File: src/hw/rtl/irpdt_pkg.sv
`default_nettype none

package irpdt_pkg;

   // Frame and field widths.
   localparam int unsigned MaxBits     = 32;
   localparam int unsigned WordW       = 32;
   localparam int unsigned CountW      = 6;
   localparam int unsigned ShiftW      = 5;
   localparam int unsigned TpuW        = 8;
   localparam int unsigned CarrierW    = 16;
   localparam int unsigned DurW        = 13;
   localparam int unsigned CsrIndexW   = 3;
   localparam int unsigned CsrDataW    = 16;

   // Input operation codes.
   localparam logic OpTick  = 1'b0;
   localparam logic OpStart = 1'b1;

   // Frame phases.
   typedef enum logic [2:0] {
      PH_IDLE      = 3'd0,
      PH_HDR_MARK  = 3'd1,
      PH_HDR_SPACE = 3'd2,
      PH_BIT_MARK  = 3'd3,
      PH_BIT_SPACE = 3'd4,
      PH_FOOTER    = 3'd5
   } phase_type;

   // Configuration register indexes.
   typedef enum logic [CsrIndexW-1:0] {
      CSR_TICKS_PER_US    = 3'd0,
      CSR_CARRIER_PERIOD  = 3'd1,
      CSR_CARRIER_HIGH    = 3'd2,
      CSR_HEADER_MARK_US  = 3'd3,
      CSR_HEADER_SPACE_US = 3'd4,
      CSR_BIT_MARK_US     = 3'd5,
      CSR_ONE_SPACE_US    = 3'd6,
      CSR_ZERO_SPACE_US   = 3'd7
   } csr_index_type;

   // Configuration reset values.
   localparam logic [TpuW-1:0]     RstTicksPerUs    = 8'd16;
   localparam logic [CarrierW-1:0] RstCarrierPeriod = 16'd420;
   localparam logic [CarrierW-1:0] RstCarrierHigh   = 16'd140;
   localparam logic [DurW-1:0]     RstHeaderMarkUs  = 13'd5000;
   localparam logic [DurW-1:0]     RstHeaderSpaceUs = 13'd5000;
   localparam logic [DurW-1:0]     RstBitMarkUs     = 13'd560;
   localparam logic [DurW-1:0]     RstOneSpaceUs    = 13'd1600;
   localparam logic [DurW-1:0]     RstZeroSpaceUs   = 13'd560;

   // A duration of zero microseconds counts as one.
   function automatic logic [DurW-1:0] dur_fix(input logic [DurW-1:0] us);
      dur_fix = (us == '0) ? DurW'(1) : us;
   endfunction

endpackage

`default_nettype wire

File: src/hw/rtl/irpdt_if.sv
`default_nettype none

// Request channel: tick or start items.
interface irpdt_req_if;
   logic                                valid;
   logic                                ready;
   logic                                op;
   logic [irpdt_pkg::WordW-1:0]         payload;
   logic [irpdt_pkg::CountW-1:0]        bit_count;

   modport source (output valid, output op, output payload, output bit_count, input ready);
   modport sink   (input valid, input op, input payload, input bit_count, output ready);
endinterface

// Response channel: line status after each item.
interface irpdt_rsp_if;
   logic valid;
   logic ready;
   logic led_on;
   logic envelope;
   logic busy_res;
   logic done_res;
   logic rejected;

   modport source (output valid, output led_on, output envelope, output busy_res,
                   output done_res, output rejected, input ready);
   modport sink   (input valid, input led_on, input envelope, input busy_res,
                   input done_res, input rejected, output ready);
endinterface

`default_nettype wire

File: src/hw/rtl/ir_pulse_distance_transmitter.sv
// Response: the response to an item is registered and presented in the cycle after the item is accepted.
// Throughput: one item per cycle; the frame state and the response register are
// updated together, and a new item is taken whenever the response register is
// empty or being drained in the same cycle.
// Reset: synchronous, active high; restores the default timing registers and an idle line.
`default_nettype none

module ir_pulse_distance_transmitter (
   input  wire logic                                 clock,
   input  wire logic                                 reset,
   irpdt_req_if.sink                                 req_bus,
   irpdt_rsp_if.source                               rsp_bus,
   input  wire logic                                 csr_we,
   input  wire logic [irpdt_pkg::CsrIndexW-1:0]      csr_index,
   input  wire logic [irpdt_pkg::CsrDataW-1:0]       csr_wdata
);

   localparam int unsigned WordW    = irpdt_pkg::WordW;
   localparam int unsigned CountW   = irpdt_pkg::CountW;
   localparam int unsigned ShiftW   = irpdt_pkg::ShiftW;
   localparam int unsigned TpuW     = irpdt_pkg::TpuW;
   localparam int unsigned CarrierW = irpdt_pkg::CarrierW;
   localparam int unsigned DurW     = irpdt_pkg::DurW;

   // Configuration registers.
   logic [TpuW-1:0]     ticks_per_us_ff;
   logic [CarrierW-1:0] carrier_period_ff;
   logic [CarrierW-1:0] carrier_high_ff;
   logic [DurW-1:0]     header_mark_us_ff;
   logic [DurW-1:0]     header_space_us_ff;
   logic [DurW-1:0]     bit_mark_us_ff;
   logic [DurW-1:0]     one_space_us_ff;
   logic [DurW-1:0]     zero_space_us_ff;

   // Frame state.
   irpdt_pkg::phase_type phase_ff, phase_in;
   logic [WordW-1:0]    shift_word_ff, shift_word_in;
   logic [CountW-1:0]   bits_left_ff, bits_left_in;
   logic [TpuW-1:0]     us_prescale_ff, us_prescale_in;
   logic [DurW-1:0]     us_remaining_ff, us_remaining_in;
   logic [CarrierW-1:0] carrier_count_ff, carrier_count_in;
   logic                done_in, rejected_in;

   // Response register.
   logic rsp_valid_ff;
   logic led_on_ff, envelope_ff, busy_ff, done_ff, rejected_ff;
   logic led_on_in, envelope_in, busy_in;

   logic req_fire;

   // Take an item when the response register is free or draining.
   assign req_bus.ready = !rsp_valid_ff || rsp_bus.ready;
   assign req_fire      = req_bus.valid && req_bus.ready;

   // Configuration writes.
   always_ff @(posedge clock) begin
      if (reset) begin
         ticks_per_us_ff    <= irpdt_pkg::RstTicksPerUs;
         carrier_period_ff  <= irpdt_pkg::RstCarrierPeriod;
         carrier_high_ff    <= irpdt_pkg::RstCarrierHigh;
         header_mark_us_ff  <= irpdt_pkg::RstHeaderMarkUs;
         header_space_us_ff <= irpdt_pkg::RstHeaderSpaceUs;
         bit_mark_us_ff     <= irpdt_pkg::RstBitMarkUs;
         one_space_us_ff    <= irpdt_pkg::RstOneSpaceUs;
         zero_space_us_ff   <= irpdt_pkg::RstZeroSpaceUs;
      end else if (csr_we) begin
         unique case (irpdt_pkg::csr_index_type'(csr_index))
            irpdt_pkg::CSR_TICKS_PER_US:    ticks_per_us_ff    <= csr_wdata[TpuW-1:0];
            irpdt_pkg::CSR_CARRIER_PERIOD:  carrier_period_ff  <= csr_wdata[CarrierW-1:0];
            irpdt_pkg::CSR_CARRIER_HIGH:    carrier_high_ff    <= csr_wdata[CarrierW-1:0];
            irpdt_pkg::CSR_HEADER_MARK_US:  header_mark_us_ff  <= csr_wdata[DurW-1:0];
            irpdt_pkg::CSR_HEADER_SPACE_US: header_space_us_ff <= csr_wdata[DurW-1:0];
            irpdt_pkg::CSR_BIT_MARK_US:     bit_mark_us_ff     <= csr_wdata[DurW-1:0];
            irpdt_pkg::CSR_ONE_SPACE_US:    one_space_us_ff    <= csr_wdata[DurW-1:0];
            irpdt_pkg::CSR_ZERO_SPACE_US:   zero_space_us_ff   <= csr_wdata[DurW-1:0];
            default: ;
         endcase
      end
   end

   // Next frame state for the item at the input.
   always_comb begin
      logic [CountW-1:0]   count;
      logic [ShiftW-1:0]   shamt;
      logic [TpuW-1:0]     tpu;
      logic [CarrierW:0]   cc_sum;
      logic [TpuW:0]       pre_sum;
      logic [DurW-1:0]     rem_dec;
      logic [CountW-1:0]   bits_dec;

      phase_in         = phase_ff;
      shift_word_in    = shift_word_ff;
      bits_left_in     = bits_left_ff;
      us_prescale_in   = us_prescale_ff;
      us_remaining_in  = us_remaining_ff;
      carrier_count_in = carrier_count_ff;
      done_in          = 1'b0;
      rejected_in      = 1'b0;

      // Clamp the bit count into one to the frame maximum.
      count = req_bus.bit_count;
      if (count == '0) begin
         count = CountW'(1);
      end else if (count > CountW'(irpdt_pkg::MaxBits)) begin
         count = CountW'(irpdt_pkg::MaxBits);
      end
      shamt = ShiftW'(CountW'(irpdt_pkg::MaxBits) - count);

      tpu      = (ticks_per_us_ff == '0) ? TpuW'(1) : ticks_per_us_ff;
      cc_sum   = {1'b0, carrier_count_ff} + (CarrierW+1)'(1);
      pre_sum  = {1'b0, us_prescale_ff} + (TpuW+1)'(1);
      rem_dec  = us_remaining_ff - DurW'(1);
      bits_dec = bits_left_ff - CountW'(1);

      if (req_bus.op == irpdt_pkg::OpStart) begin
         // A start only loads a frame when the line is idle.
         if (phase_ff != irpdt_pkg::PH_IDLE) begin
            rejected_in = 1'b1;
         end else begin
            shift_word_in   = req_bus.payload << shamt;
            bits_left_in    = count;
            phase_in        = irpdt_pkg::PH_HDR_MARK;
            us_remaining_in = irpdt_pkg::dur_fix(header_mark_us_ff);
            us_prescale_in  = '0;
         end
      end else begin
         // The carrier counter runs on every tick.
         if (cc_sum >= {1'b0, carrier_period_ff}) begin
            carrier_count_in = '0;
         end else begin
            carrier_count_in = cc_sum[CarrierW-1:0];
         end

         // Frame timing advances one microsecond every tpu ticks.
         if (phase_ff != irpdt_pkg::PH_IDLE) begin
            if (pre_sum >= {1'b0, tpu}) begin
               us_prescale_in  = '0;
               us_remaining_in = rem_dec;
               if (rem_dec == '0) begin
                  unique case (phase_ff)
                     irpdt_pkg::PH_HDR_MARK: begin
                        phase_in        = irpdt_pkg::PH_HDR_SPACE;
                        us_remaining_in = irpdt_pkg::dur_fix(header_space_us_ff);
                     end
                     irpdt_pkg::PH_HDR_SPACE: begin
                        phase_in        = irpdt_pkg::PH_BIT_MARK;
                        us_remaining_in = irpdt_pkg::dur_fix(bit_mark_us_ff);
                     end
                     irpdt_pkg::PH_BIT_MARK: begin
                        phase_in        = irpdt_pkg::PH_BIT_SPACE;
                        us_remaining_in = irpdt_pkg::dur_fix(shift_word_ff[WordW-1] ?
                                                             one_space_us_ff :
                                                             zero_space_us_ff);
                     end
                     irpdt_pkg::PH_BIT_SPACE: begin
                        shift_word_in   = shift_word_ff << 1;
                        bits_left_in    = bits_dec;
                        phase_in        = (bits_dec == '0) ? irpdt_pkg::PH_FOOTER :
                                                             irpdt_pkg::PH_BIT_MARK;
                        us_remaining_in = irpdt_pkg::dur_fix(bit_mark_us_ff);
                     end
                     default: begin
                        // Footer mark done: the frame ends.
                        phase_in        = irpdt_pkg::PH_IDLE;
                        us_remaining_in = '0;
                        done_in         = 1'b1;
                     end
                  endcase
               end
            end else begin
               us_prescale_in = pre_sum[TpuW-1:0];
            end
         end
      end
   end

   // Line outputs from the state after the item.
   always_comb begin
      envelope_in = (phase_in == irpdt_pkg::PH_HDR_MARK) ||
                    (phase_in == irpdt_pkg::PH_BIT_MARK) ||
                    (phase_in == irpdt_pkg::PH_FOOTER);
      led_on_in   = envelope_in && (carrier_count_in < carrier_high_ff);
      busy_in     = (phase_in != irpdt_pkg::PH_IDLE);
   end

   // Frame state registers.
   always_ff @(posedge clock) begin
      if (reset) begin
         phase_ff         <= irpdt_pkg::PH_IDLE;
         shift_word_ff    <= '0;
         bits_left_ff     <= '0;
         us_prescale_ff   <= '0;
         us_remaining_ff  <= '0;
         carrier_count_ff <= '0;
      end else if (req_fire) begin
         phase_ff         <= phase_in;
         shift_word_ff    <= shift_word_in;
         bits_left_ff     <= bits_left_in;
         us_prescale_ff   <= us_prescale_in;
         us_remaining_ff  <= us_remaining_in;
         carrier_count_ff <= carrier_count_in;
      end
   end

   // Response valid flag.
   always_ff @(posedge clock) begin
      if (reset) begin
         rsp_valid_ff <= 1'b0;
      end else if (req_fire) begin
         rsp_valid_ff <= 1'b1;
      end else if (rsp_bus.ready) begin
         rsp_valid_ff <= 1'b0;
      end
   end

   // Response payload.
   always_ff @(posedge clock) begin
      if (req_fire) begin
         led_on_ff   <= led_on_in;
         envelope_ff <= envelope_in;
         busy_ff     <= busy_in;
         done_ff     <= done_in;
         rejected_ff <= rejected_in;
      end
   end

   assign rsp_bus.valid    = rsp_valid_ff;
   assign rsp_bus.led_on   = led_on_ff;
   assign rsp_bus.envelope = envelope_ff;
   assign rsp_bus.busy_res = busy_ff;
   assign rsp_bus.done_res = done_ff;
   assign rsp_bus.rejected = rejected_ff;

endmodule

`default_nettype wire
File: src/flat_wrapper.sv
// flat-port wrapper written by rule: the top's interface ports become plain ports
module ir_pulse_distance_transmitter_flat 
  (clock, reset, csr_we, csr_index, csr_wdata, req_bus_valid, req_bus_op, req_bus_payload, req_bus_bit_count, req_bus_ready, rsp_bus_valid, rsp_bus_led_on, rsp_bus_envelope, rsp_bus_busy_res, rsp_bus_done_res, rsp_bus_rejected, rsp_bus_ready);
  irpdt_req_if req_bus_i ();
  irpdt_rsp_if rsp_bus_i ();
  input  wire logic clock;
  input  wire logic reset;
  input  wire logic csr_we;
  input  wire logic [irpdt_pkg::CsrIndexW-1:0] csr_index;
  input  wire logic [irpdt_pkg::CsrDataW-1:0] csr_wdata;
  input wire logic [$bits(req_bus_i.valid)-1:0] req_bus_valid;
  input wire logic [$bits(req_bus_i.op)-1:0] req_bus_op;
  input wire logic [$bits(req_bus_i.payload)-1:0] req_bus_payload;
  input wire logic [$bits(req_bus_i.bit_count)-1:0] req_bus_bit_count;
  output wire logic [$bits(req_bus_i.ready)-1:0] req_bus_ready;
  output wire logic [$bits(rsp_bus_i.valid)-1:0] rsp_bus_valid;
  output wire logic [$bits(rsp_bus_i.led_on)-1:0] rsp_bus_led_on;
  output wire logic [$bits(rsp_bus_i.envelope)-1:0] rsp_bus_envelope;
  output wire logic [$bits(rsp_bus_i.busy_res)-1:0] rsp_bus_busy_res;
  output wire logic [$bits(rsp_bus_i.done_res)-1:0] rsp_bus_done_res;
  output wire logic [$bits(rsp_bus_i.rejected)-1:0] rsp_bus_rejected;
  input wire logic [$bits(rsp_bus_i.ready)-1:0] rsp_bus_ready;
  assign req_bus_i.valid = req_bus_valid;
  assign req_bus_i.op = req_bus_op;
  assign req_bus_i.payload = req_bus_payload;
  assign req_bus_i.bit_count = req_bus_bit_count;
  assign req_bus_ready = req_bus_i.ready;
  assign rsp_bus_valid = rsp_bus_i.valid;
  assign rsp_bus_led_on = rsp_bus_i.led_on;
  assign rsp_bus_envelope = rsp_bus_i.envelope;
  assign rsp_bus_busy_res = rsp_bus_i.busy_res;
  assign rsp_bus_done_res = rsp_bus_i.done_res;
  assign rsp_bus_rejected = rsp_bus_i.rejected;
  assign rsp_bus_i.ready = rsp_bus_ready;
  ir_pulse_distance_transmitter u_core (.clock(clock), .reset(reset), .req_bus(req_bus_i), .rsp_bus(rsp_bus_i), .csr_we(csr_we), .csr_index(csr_index), .csr_wdata(csr_wdata));
endmodule
File: config.mk
export PLATFORM = sky130hd
export DESIGN_NAME = ir_pulse_distance_transmitter_flat
export DESIGN_NICKNAME = d
export VERILOG_FILES = /design/src/hw/rtl/irpdt_pkg.sv /design/src/hw/rtl/irpdt_if.sv /design/src/hw/rtl/ir_pulse_distance_transmitter.sv /design/src/flat_wrapper.sv
export SDC_FILE = /design/constraint.sdc
export NUM_CORES = 1
export LEC_CHECK = 0
export BUFFER_PORTS_ARGS = -buffer_cell sky130_fd_sc_hd__buf_2
export CORE_ASPECT_RATIO = 0.75
export CORE_UTILIZATION = 60
export DETAILED_ROUTE_END_ITERATION = 10
export GPL_TIMING_DRIVEN = 0
export PLACE_DENSITY = 0.81
export SLEW_MARGIN = 20
export SYNTH_ARGS = -nofsm -noshare
export SYNTH_HDL_FRONTEND = slang
export SYNTH_SLANG_ARGS = --single-unit
File: constraint.sdc
create_clock -name clock -period 5.49 [get_ports clock]
set_input_delay 0.8235 -clock clock [delete_from_list [all_inputs] [get_ports clock]]
set_output_delay 0.8235 -clock clock [all_outputs]
set_load 0.01 [all_outputs]
# Word level (Yosys, flattened, before mapping)
# Index checks and enable logic that the tools add are counted.
# Widths: inputs -> output; s select.
[totals] reg_bits=189 input_bits=63 output_inout_bits=7 word_cells=127
[classes] addsub=5 order_cmp=4 eq_ne=15 shifts=1 muxes=43 n_bitwise=3 reduce_logical=36
[ops] operator="$mux 32" count=6
[ops] operator="$mux 13" count=10
[ops] operator="$logic_not 13->1" count=5
[ops] operator="$mux 6" count=8
[ops] operator="$mux 8" count=5
[ops] operator="$pmux 13 s3" count=1
[ops] operator="$mux 16" count=2
[ops] operator="$shl 32x5->32" count=1
[ops] operator="$eq 3x3->1 const B" count=6
[ops] operator="$mux 3" count=6
[ops] operator="$add 16x1->17 const B" count=1
[ops] operator="$ge 17x16->1" count=1
[ops] operator="$lt 16x16->1" count=1
[ops] operator="$reduce_and 2->1" count=8
[ops] operator="$eq 3x2->1 const B" count=5
[ops] operator="$sub 13x1->13 const B" count=1
[ops] operator="$logic_not 6->1" count=2
[ops] operator="$pmux 3 s4" count=1
[ops] operator="$reduce_bool 2->1" count=5
[ops] operator="$add 8x1->9 const B" count=1
[ops] operator="$eq 3x1->1 const B" count=3
[ops] operator="$ge 9x8->1" count=1
[ops] operator="$logic_not 8->1" count=1
[ops] operator="$reduce_or 4->1" count=2
[ops] operator="15 further kinds" count=24

# Longest topological paths before layout
# Gate-level depths: netlist of the first run.
[depth] word_depth=12 depth_mapped=21 mapped_depth_nobuf=20

# Worst setup path after synthesis of the first run
# Ideal clock, no wire load.
[synth_path] path_type="in2reg" startpoint="in req_bus_bit_count[1]" endpoint="reg u_core.shift_word_ff[20]" setup_ns=0.131 arrival_ns=4.104 required_ns=5.359 setup_slack_ns=1.255 stages=15 path_buffers=6 path_cell_list="nor4_2 -> nor2_2 -> nor2_4 -> inv_2 -> buf_6 -> buf_6 -> ha_1 -> buf_2 -> clkbuf_1 -> buf_1 -> clkbuf_1 -> nand2_1 -> o2bb2ai_1 -> a221oi_1 -> o41ai_2"
[synth_between] elab_chain_len=7 elab_cells_between_ends=8 cone_classes="1 x add/sub; 1 x order compare; 1 x shift; 4 x mux; 1 x reduce/logical"
[synth_lines] item="start: declaration" line="flat_wrapper.sv:14" source="input wire logic [$bits(req_bus_i.bit_count)-1:0] req_bus_bit_count;"
[synth_lines] item="$gt 6x6->1" line="ir_pulse_distance_transmitter.sv:104" source="end else if (count > CountW'(irpdt_pkg::MaxBits)) begin"
[synth_lines] item="$mux 6" line="ir_pulse_distance_transmitter.sv:104"
[synth_lines] item="$mux 6 (*)" line="ir_pulse_distance_transmitter.sv:102" source="if (count == '0) begin"
[synth_lines] item="$sub 1x5->5 (*)" line="ir_pulse_distance_transmitter.sv:107" source="shamt = ShiftW'(CountW'(irpdt_pkg::MaxBits) - count);"
[synth_lines] item="$shl 32x5->32 (*)" line="ir_pulse_distance_transmitter.sv:120" source="shift_word_in = req_bus.payload << shamt;"
[synth_lines] item="$mux 32 (*)" line="ir_pulse_distance_transmitter.sv:117" source="if (phase_ff != irpdt_pkg::PH_IDLE) begin"
[synth_lines] item="$mux 32 (*)" line="ir_pulse_distance_transmitter.sv:115" source="if (req_bus.op == irpdt_pkg::OpStart) begin"
[synth_lines] item="end signal: assignment" line="ir_pulse_distance_transmitter.sv:197" source="shift_word_ff <= shift_word_in;"
[synth_lines] item="end: declaration" line="ir_pulse_distance_transmitter.sv:37" source="logic [WordW-1:0] shift_word_ff, shift_word_in;"
# Every way passes the cells marked *; elsewhere a longest branch is shown, timed or not. The select of a mux whose other input is x is not followed.
# A chain may end at the register's enable or synchronous reset.

# Worst setup path in the final report of the first run
[layout_path] startpoint="in req_bus_bit_count[1]" endpoint="reg u_core.shift_word_ff[13]"
# The elaborated chain is that of the path after synthesis.

==> metrics, run 1 <==
share of cells above drive strength 1 0.09333; sequential area share after synthesis 0.3214; IO buf count 58; Top Ports 70; top_reg_cell synth dfxtp_1; Synth top area share 0.3089; Worst EP required around 6 ns; average instance area after synthesis about 7.4 um^2; post-synthesis cell count 1603; Hold Path Origin u_core.carrier_period_ff[9]; top cells by area, synth dfxtp_1 31%, nand2_1 10%, mux2i_1 6.1%; clock tree from TritonCTS built; die height ~120 um; setup_tns 0 ns; routed length per placed instance a little over 20 um; number of synthesized flops with an enable pin 5; hold buffer count at CTS 0; TritonCTS Sinks between 150 and 200; worst reg2reg startpoint u_core.carrier_count_ff[2]; dominant cell type by area after synthesis dfxtp_1; Top delay family on crit path buffers and inverters; TritonRoute pass-1 iters 7; VDD IR max 0.0002076 V; Max transition margin 0.3590; # resized after CTS 0; initial antenna violation count 0; Worst R2R Path Depth 20; Post-Layout Cell Count 1946; Worst Hold Path EP u_core.carrier_period_ff[9]; DP HPWL a little over 30 mm; Clock Tree Root clkbuf_16; syn nets around 1700; CTS buffer count 17; placer congestion estimate 1.016; worst-margin pin slew 0.9541 ns; H-tree depth 4; Slew Limit Fails 0; largest net degree at the start of global routing 22; Largest stage delay, worst path 0.83 ns; first-pass GRT wire length between 60 and 70 mm; Vias between 10000 and 15000; cell row count 44; latest clock arrival within the worst-skew pair 0.45 ns; Final ANT Viol Nets 0; RSZ-0062 raised after global routing no; Fin. Hold Viols 0; 1st-iter DRT viols 1617; crit path cell chain buf_2 -> nor4_2 -> nor2_2 -> nor2_4 -> inv_2 -> buf_6 -> buf_6 -> ha_1 -> buf_2 -> clkbuf_1 -> buf_1 -> nor2_1 -> a21oi_1 -> a21oi_1 -> a221oi_1 -> nor2_1; Max Cap Viol 0; final worst path period share 0.9513; r2r endpoint u_core.rsp_bus.led_on; global-route usage over all layers 0.3961; Clock Skews 0.01677 ns; core area around 20000 um^2; Die Wd approximately 160 um; Worst setup EP type flop; final number of setup-violating endpoints 0; CTS clk-pin slew, worst paths roughly 0.08 ns; cell area after synthesis ~12000 um^2; WP data arrival about 5.6 ns; Residual DRC 0; leak pwr 5.049 nW; reg-to-reg setup timing slack around 0.43 ns; Core Util, Final 0.6783; Clock Tree Buf Depth 2; Worst Path Buf+Inv 7; diode count 0; vias per inst between 6 and 7; Nets around 1800; die footprint 20450 um^2; maximum clock rate around 0.19 GHz; Warnings, synthesis 0; CP Class in -> reg; Hold Path Depth 2; outcome completed; vias in the first global route about 11000; post-CTS setup buffer count 0; count of cell types in the netlist between 80 and 90; slowest stage cell on the critical path nor4_2; FFs w/ async S/R, synth 0; power per standard cell area around 280 nW/um^2; Crit Path Max Fanout 10; DRT Wirelength approximately 40 mm; Starting Density 0.6137; critical path startpoint category input pin; gr ovfl total 0; Placed Cells 1914; Yosys reg bits between 150 and 200; Area growth, synth to finish 10.53%; fin crit period around 5.2 ns; min-delay worst type reg -> reg
Yosys cell counts, types with 9 or more instances:
cell type	n
nor2b_1	10
nand4_1	13
a22oi_1	9
a311oi_1	9
nand3_1	54
clkbuf_1	73
buf_2	15
xor2_1	10
mux2i_1	73
a31oi_1	9
nor4_1	19
nand2b_1	19
a221oi_1	13
nor3_1	44
ha_1	46
nor2_1	149
inv_1	63
xnor2_1	27
nand2_1	326
buf_1	10
o211ai_1	19
dfxtp_1	184
a211oi_1	33
o21ai_0	75
a21oi_1	141
worst reg2reg max path, stage by stage, from the launching register on:
cell and delay, ns:
dfxtp_1 0.45, and4_1 0.29, nand4_1 0.23, nor2b_1 0.43, xor2_1 0.17, ha_1 0.36
nand4_1 0.09, nor2_1 0.25, o311ai_0 0.24, o21ai_0 0.27, or2_2 0.19, clkbuf_2 0.23
clkbuf_2 0.25, o21ai_0 0.16, ha_1 0.31, a21oi_1 0.15, nor2b_1 0.05, o21ai_0 0.17
nand2b_1 0.08, a221o_1 0.39, a21oi_1 0.17
routing by layer:
| layer | share of wire | wire length, um | global-route usage | vias to the layer above |
|---|---|---|---|---|
| met5 | 0 | 0 | 0 | - |
| met4 | 0.024 | 989 | 0.1147 | 0 |
| met3 | 0.14 | 5772 | 0.1382 | 93 |
| met2 | 0.39 | 15780 | 0.5415 | 844 |
| met1 | 0.44 | 17850 | 0.5762 | 5839 |
| li1 | - | - | - | 5824 |
worst max path at each step:
stage / startpoint / endpoint / cells past startpoint / slack, ns
floorplan: req_bus_bit_count[1] / u_core.shift_word_ff[20] / 15 / 1.26
global placement: req_bus_bit_count[1] / u_core.shift_word_ff[14] / 16 / 0.12
detailed placement: req_bus_bit_count[1] / u_core.shift_word_ff[20] / 16 / -0.02
CTS: u_core.carrier_count_ff[0] / u_core.rsp_bus.led_on / 21 / 0.19
global route: req_bus_bit_count[4] / u_core.shift_word_ff[20] / 16 / 0.009
finish: req_bus_bit_count[1] / u_core.shift_word_ff[13] / 16 / 0.27
area by class of cell:
type	instances	area, um^2
buffer	111	486.7
clock buffer	17	425.4
clock inverter	15	210.2
fill	1667	6251
inverter	64	240.2
multi-input combinational	1239	7378
sequential	189	3835
tap	253	316.6
timing repair buffer	58	290.3
state kept, by name, summed over array words and instances (netlist names), 6 cells and up:
| register | count |
|---|---|
| u_core.bit_mark_us_ff | 13 |
| u_core.bits_left_ff | 6 |
| u_core.carrier_count_ff | 16 |
| u_core.carrier_high_ff | 16 |
| u_core.carrier_period_ff | 16 |
| u_core.header_mark_us_ff | 13 |
| u_core.header_space_us_ff | 13 |
| u_core.one_space_us_ff | 13 |
| u_core.shift_word_ff | 32 |
| u_core.ticks_per_us_ff | 8 |
| u_core.us_prescale_ff | 8 |
| u_core.us_remaining_ff | 13 |
| u_core.zero_space_us_ff | 13 |
logic make-up (layout without fill, tap and decap cells):
kind of cell,count (synthesis),count (layout),synth area share
xor+xnor,38,38,0.02854
compound gates,393,393,0.2133
buf+inv,175,265,0.06074
fa+ha+maj,46,46,0.04826
flops,189,189,0.3214
mux,84,84,0.07921
simple gates,678,678,0.2485
power breakdown:
group          internal [W]  switching, W
Sequential          0.00143     0.0000418
Clock              0.000672      0.000666
Combinational      0.000271      0.000547
Total               0.00237       0.00125
cell usage in the layout, fill, tap and decap left out, drive strengths merged, types with 6 or more instances in the layout:
master,n
o22ai,8
a311oi,9
o41ai,7
a21oi,141
nor2b,10
nand2,326
xnor2,28
xor2,10
and3,8
o221ai,6
buf,90
or2,8
dfxtp,184
nand3,54
nand2b,19
or4,6
nor2,152
or3,7
nor4,20
a22oi,9
nor3,44
o211ai,19
o21ai,79
a31oi,9
a21o,8
inv,73
a221oi,15
mux4,7
a211oi,35
mux2i,74
nand4,13
ha,46
clkbuf,96
metrics by stage:
step,instance area (um^2),worst slack (ns),hold slack (ns),total power [W]
after floorplan,11930,1.255,0.4316,0.002012
after global placement,12530,0.1162,0.4409,0.002252
after detailed placement,12540,-0.02292,0.4479,0.002268
after CTS,13170,0.1870,0.4579,0.003570
after global routing,13180,0.008645,0.4795,0.003729
final,13180,0.2673,0.4563,0.003626
Power figures use the tool's default switching activity.
==> run 2, diff against run 1 <==
==> constraint.sdc (replaced) <==
create_clock -name clock -period 5.15 [get_ports clock]
set_input_delay 0.7725 -clock clock [delete_from_list [all_inputs] [get_ports clock]]
set_output_delay 0.7725 -clock clock [all_outputs]
set_load 0.01 [all_outputs]
==> run 2 against run 1 <==
Worst setup slack worse by 0.016 ns. Total power is 6.6% higher. Largest power group unchanged. Non-clock buffer count is 1 higher. Clock skew is 0.0025 ns higher. Via count is 0.25% higher. First-iteration DRC count is 16% higher. Global-route usage stayed put. Clock power is 7% higher. Highest routed layer unchanged. Routed wire length is 0.22% higher.
==> metrics, run 2 (same netlist as run 1, synthesis figures left out) <==
Clock Power Share 0.369; DP HPWL slightly above 30 mm; 1st-iter DRT viols about 1900; max reg flops 32; Internal about 0.0025 W; Starting Density 0.6137; leak pwr 5.057 nW; Crit Path Max Fanout 10; Post-Layout Cell Count 1947; CP Class reg -> reg; Fin. Hold Viols 0; Nets roughly 1800; crit path cell chain and4_1 -> and3_2 -> nand3_1 -> nor2_1 -> xor2_1 -> ha_1 -> a211oi_1 -> o21ai_0 -> o211ai_1 -> a21boi_0 -> or2_2 -> clkbuf_2 -> clkbuf_2 -> o21ai_0 -> ha_1 -> nor2b_1 -> o21ai_0 -> nand2b_1 -> a221o_1 -> a21oi_1; share of cells above drive strength 1 0.09858; diode count 0; most common cell after layout, fill and taps aside nand2_1; cell row count 44; global-route usage over all layers 0.3961; IO buf count 58; die height roughly 120 um; WP data arrival around 5.2 ns; min-delay worst type reg -> reg; Worst setup EP type flop; VDD IR max 0.0002187 V; vias per inst between 6 and 7; Max transition margin 0.3691; largest net degree at the start of global routing 22; worst-margin pin slew about 0.94 ns; Flop pwr share 0.405; Top Ports 70; Core Util, Final 0.6804; Biggest register u_core.shift_word_ff; Vias ~13000; Max Cap Viol 0; power per standard cell area ~300 nW/um^2; Area growth, synth to finish 10.87%; TritonCTS Sinks about 190; DRT Wirelength about 40 mm; Residual DRC 0; Die Wd roughly 160 um; Clock Tree Buf Depth 2; initial antenna violation count 0; first-pass GRT wire length between 60 and 70 mm; TritonRoute pass-1 iters 6; hold buffer count at CTS 0; Overall Power between 0.003 and 0.004 W; setup_tns 0 ns; final number of setup-violating endpoints 0; critical path startpoint category flop; gr ovfl total 0; die footprint roughly 20000 um^2; Slew Limit Fails 0; Final ANT Viol Nets 0; most frequent cells in the layout 326 x nand2_1, 181 x dfxtp_1, 148 x nor2_1; Worst EP required 5.44 ns; fin crit period between 4 and 5 ns; vias in the first global route 11180; Largest stage delay, worst path around 0.43 ns; CTS clk-pin slew, worst paths ~0.08 ns; H-tree depth 4; Clock Tree Root clkbuf_16; most frequent cell on the critical path o21ai_0; maximum clock rate between 0.2 and 0.25 GHz; Comb power frac 0.226; latest clock arrival within the worst-skew pair about 0.45 ns; slowest stage cell on the critical path dfxtp_1; outcome completed; Net Sw Frac 0.3459; Switch Pwr roughly 0.0013 W; Placed Cells approximately 1900; FILL cells about 1700; Clock Skews just under 0.02 ns; final worst path period share 0.9512; placer congestion estimate roughly 1.0; routed length per placed instance ~21 um; clock tree from TritonCTS built; core area 19430 um^2; CTS buffer count 17
-- run 2: cell type report --
type | instances | area (um^2) | share of cell area
Buffer | 111 | 488.0 | 0.03690
Clock buffer | 17 | 425.4 | 0.03217
Clock inverter | 15 | 210.2 | 0.01590
Inverter | 64 | 240.2 | 0.01817
Multi-Input combinational cell | 1239 | 7405 | 0.5600
Sequential cell | 189 | 3840 | 0.2904
Tap cell | 253 | 316.6 | 0.02394
Timing Repair Buffer | 59 | 297.8 | 0.02252
-- run 2: per-stage QoR --
| stage | setup slack (ns) | hold slack, ns | instance area, um^2 |
|---|---|---|---|
| floorplan | 0.9663 | 0.4316 | 11930 |
| global placement | -0.1728 | 0.4409 | 12530 |
| detailed placement | -0.3119 | 0.4479 | 12540 |
| CTS | 0.02619 | 0.4579 | 13180 |
| global route | -0.005143 | 0.4795 | 13220 |
| finish | 0.2514 | 0.4571 | 13220 |
-- run 2: routing by layer --
metal	wire [um]	GRT usage	vias to the layer above	share of wire
li1	-	-	5829	-
met1	17820	0.5762	5892	0.44
met2	16090	0.5415	842	0.40
met3	5700	0.1382	68	0.14
met4	872	0.1147	0	0.022
met5	0	0	-	0
-- run 2: power by group through the flow --
stage / sequential, W / combinational (W) / clock, W
detailed placement: 0.00160 / 0.000819 / 0
global route: 0.00157 / 0.000923 / 0.00148
global placement: 0.00160 / 0.000803 / 0
floorplan: 0.00159 / 0.000557 / 0
CTS: 0.00157 / 0.000825 / 0.00142
finish: 0.00157 / 0.000872 / 0.00143
-- run 2: path summary, 6_finish.rpt --
kind / start / endpoint / slack [ns] / cells after the start
worst max-delay path: u_core.carrier_count_ff[3] / u_core.rsp_bus.led_on / 0.25 / 20
worst min-delay path: u_core.shift_word_ff[21] / u_core.shift_word_ff[21] / 0.46 / 2
worst max register to register: u_core.carrier_count_ff[3] / u_core.rsp_bus.led_on / 0.25 / 20
worst min register to register: u_core.shift_word_ff[21] / u_core.shift_word_ff[21] / 0.46 / 2
-- run 2: timing repair --
action                     in CTS  in global routing
hold endpoints to repair        0                  0
resized for setup               2                 15
buffers inserted                0                  1
pin swaps                       0                  0
setup endpoints to repair       1                 12
gates cloned                    0                  0
-- run 2: worst max-delay path, delay by kind of cell (launching register included) --
kind | cells | cell delay [ns]
flops | 1 | 0.43
compound gates | 8 | 1.64
buf+inv | 2 | 0.43
simple gates | 7 | 1.40
xor+xnor | 1 | 0.26
fa+ha+maj | 2 | 0.60
==> run 3, diff against run 2 <==
--- a/config.mk
+++ b/config.mk
@@ -6,11 +6,14 @@
 export NUM_CORES = 1
 export LEC_CHECK = 0
 export BUFFER_PORTS_ARGS = -buffer_cell sky130_fd_sc_hd__buf_2
+export CELL_PAD_IN_SITES_DETAIL_PLACEMENT = 1
+export CELL_PAD_IN_SITES_GLOBAL_PLACEMENT = 1
 export CORE_ASPECT_RATIO = 0.75
-export CORE_UTILIZATION = 60
+export CORE_UTILIZATION = 47
+export CTS_BUF_LIST = sky130_fd_sc_hd__clkbuf_8
 export DETAILED_ROUTE_END_ITERATION = 10
 export GPL_TIMING_DRIVEN = 0
-export PLACE_DENSITY = 0.81
+export PLACE_DENSITY = 0.85
 export SLEW_MARGIN = 20
 export SYNTH_ARGS = -nofsm -noshare
 export SYNTH_HDL_FRONTEND = slang
==> constraint.sdc (replaced) <==
create_clock -name clock -period 5.34 [get_ports clock]
set_input_delay 0.801 -clock clock [delete_from_list [all_inputs] [get_ports clock]]
set_output_delay 0.801 -clock clock [all_outputs]
set_load 0.01 [all_outputs]
==> run 3 against run 2 <==
Routed wire length grew 14%. Utilization is 16 points lower. Total power fell by 11%. Via count rose by 0.67%. Critical path depth down 5. Register-to-register slack improved by 0.18 ns. Critical path type is now in -> reg. Largest cell class unchanged. Largest power group unchanged.
==> metrics, run 3 (same netlist as run 1, synthesis figures left out) <==
cell row count 50; hold buffer count at CTS 0; most frequent cells in the layout 326 x nand2_1, 183 x dfxtp_1, 148 x nor2_1; Max Cap Viol 0; core area 24960 um^2; Worst R2R Path Depth 20; r2r endpoint u_core.rsp_bus.led_on; Worst setup EP type flop; largest net degree at the start of global routing 17; Clock Skews slightly above 0.02 ns; setup_tns 0 ns; Clock Tree Buf Depth 2; max reg flops 32; Vias 12720; Residual DRC 0; Clock Tree Root clkbuf_8; Worst EP required 5.79 ns; FILL cells 3214; Slew Limit Fails 0; Placed Cells about 2000; worst reg2reg startpoint u_core.carrier_count_ff[0]; reg-to-reg setup timing slack about 0.43 ns; Fin. Hold Viols 0; Worst Hold Path EP u_core.shift_word_ff[0]; Die Wd about 190 um; critical path startpoint category input pin; latest clock arrival within the worst-skew pair 0.50 ns; Final ANT Viol Nets 0; placer congestion estimate approximately 1.0; Post-Layout Cell Count 2028; die footprint between 20000 and 30000 um^2; TritonRoute pass-1 iters 7; clock tree from TritonCTS built; Hold Path Depth 2; outcome completed; TritonCTS Sinks 189; CP Class in -> reg; worst-margin pin slew roughly 1.0 ns; vias per inst ~6.3; power per standard cell area 264.2 nW/um^2; CTS buffer count 17; post-CTS setup buffer count 0; Biggest register u_core.shift_word_ff; Max transition margin 0.3090; initial antenna violation count 0; final number of setup-violating endpoints 0; routed length per placed instance about 23 um; first-pass GRT wire length 71.77 mm; VDD IR max between 0.00015 and 0.0002 V; Crit Path Max Fanout 10; Top Ports 70; maximum clock rate between 0.15 and 0.2 GHz; DP HPWL around 35 mm; final worst path period share 0.9545; WP data arrival roughly 5.6 ns; IO buf count just under 60; Nets around 1800; gr ovfl total 0; die height ~140 um; CTS clk-pin slew, worst paths approximately 0.11 ns; diode count 0; share of cells above drive strength 1 0.09349; RSZ-0062 raised after global routing no; 1st-iter DRT viols 1202; Hold Path Origin u_core.shift_word_ff[0]; most common cell after layout, fill and taps aside nand2_1; H-tree depth 4; vias in the first global route 12700; Fin Hold WS 0.4597 ns; global-route usage over all layers 0.3612; Overall Power 0.003459 W; DRT Wirelength ~46 mm; fin crit period 5.097 ns; leak pwr around 5 nW; Area growth, synth to finish 9.799%; Starting Density 0.4778; min-delay worst type reg -> reg
## run 3: changes by cell type in the layout (fill, tap and decap cells not counted), sizes merged
cell    previous run  this run
buf               90        89
inv               73        68
clkinv             5         4
bufinv             1         4
## run 3: worst max-delay path by stage
stage	depth (start not counted)	start	to
floorplan	15	req_bus_bit_count[1]	u_core.shift_word_ff[20]
global placement	15	req_bus_bit_count[4]	u_core.shift_word_ff[30]
detailed placement	15	req_bus_bit_count[4]	u_core.shift_word_ff[30]
CTS	21	u_core.carrier_count_ff[0]	u_core.rsp_bus.led_on
global route	20	u_core.carrier_count_ff[2]	u_core.rsp_bus.led_on
finish	15	req_bus_bit_count[4]	u_core.shift_word_ff[30]
## run 3: metal layers
metal / share of wire / track usage / wire (um) / vias up
met4: 0.018 / 0.09922 / 840 / 0
met5: 0 / 0 / 0 / -
met1: 0.47 / 0.5255 / 21510 / 6284
met3: 0.093 / 0.08918 / 4295 / 65
met2: 0.42 / 0.5247 / 19390 / 555
li1: - / - / - / 5812
## run 3: repair_timing
action	in CTS	in global routing
gates cloned	0	0
resized for setup	1	6
setup endpoints to repair	1	14
## run 3: worst max-delay path, cell delays in order
cell and delay, ns:
buf_2 0.16, nor4_4 0.62, nor2_2 0.10, nor2_4 0.18, inv_2 0.14, buf_6 0.19
buf_6 0.17, ha_1 0.36, buf_2 0.26, clkbuf_1 0.44, clkbuf_2 0.38, mux2i_1 0.58
a21oi_1 0.34, a221oi_1 0.55, a41o_1 0.24
## run 3: final cells by class
cell class	instances	area [um^2]	share of cell area
Multi-Input combinational cell	1239	7392	0.5645
Sequential cell	189	3835	0.2929
Buffer	110	483.0	0.03688
Tap cell	338	422.9	0.03229
Timing Repair Buffer	58	290.3	0.02217
Clock buffer	18	247.7	0.01892
Inverter	64	240.2	0.01835
Clock inverter	12	183.9	0.01405
## run 3: stage by stage
step / util / instance area, um^2 / worst slack (ns)
finish: 0.5246 / 13100 / 0.2429
global placement: 0.5064 / 12640 / -0.2741
detailed placement: 0.5066 / 12640 / -0.4296
global route: 0.5246 / 13100 / 0.06961
floorplan: - / 11930 / 1.128
CTS: 0.5239 / 13080 / 0.03920
## run 3: where the power goes
part           internal [W]  switching [W]  total [W]  leakage, nW
Combinational      0.000278       0.000584   0.000862         3.20
Sequential          0.00147      0.0000451    0.00151         1.54
Clock              0.000523       0.000559    0.00108        0.220
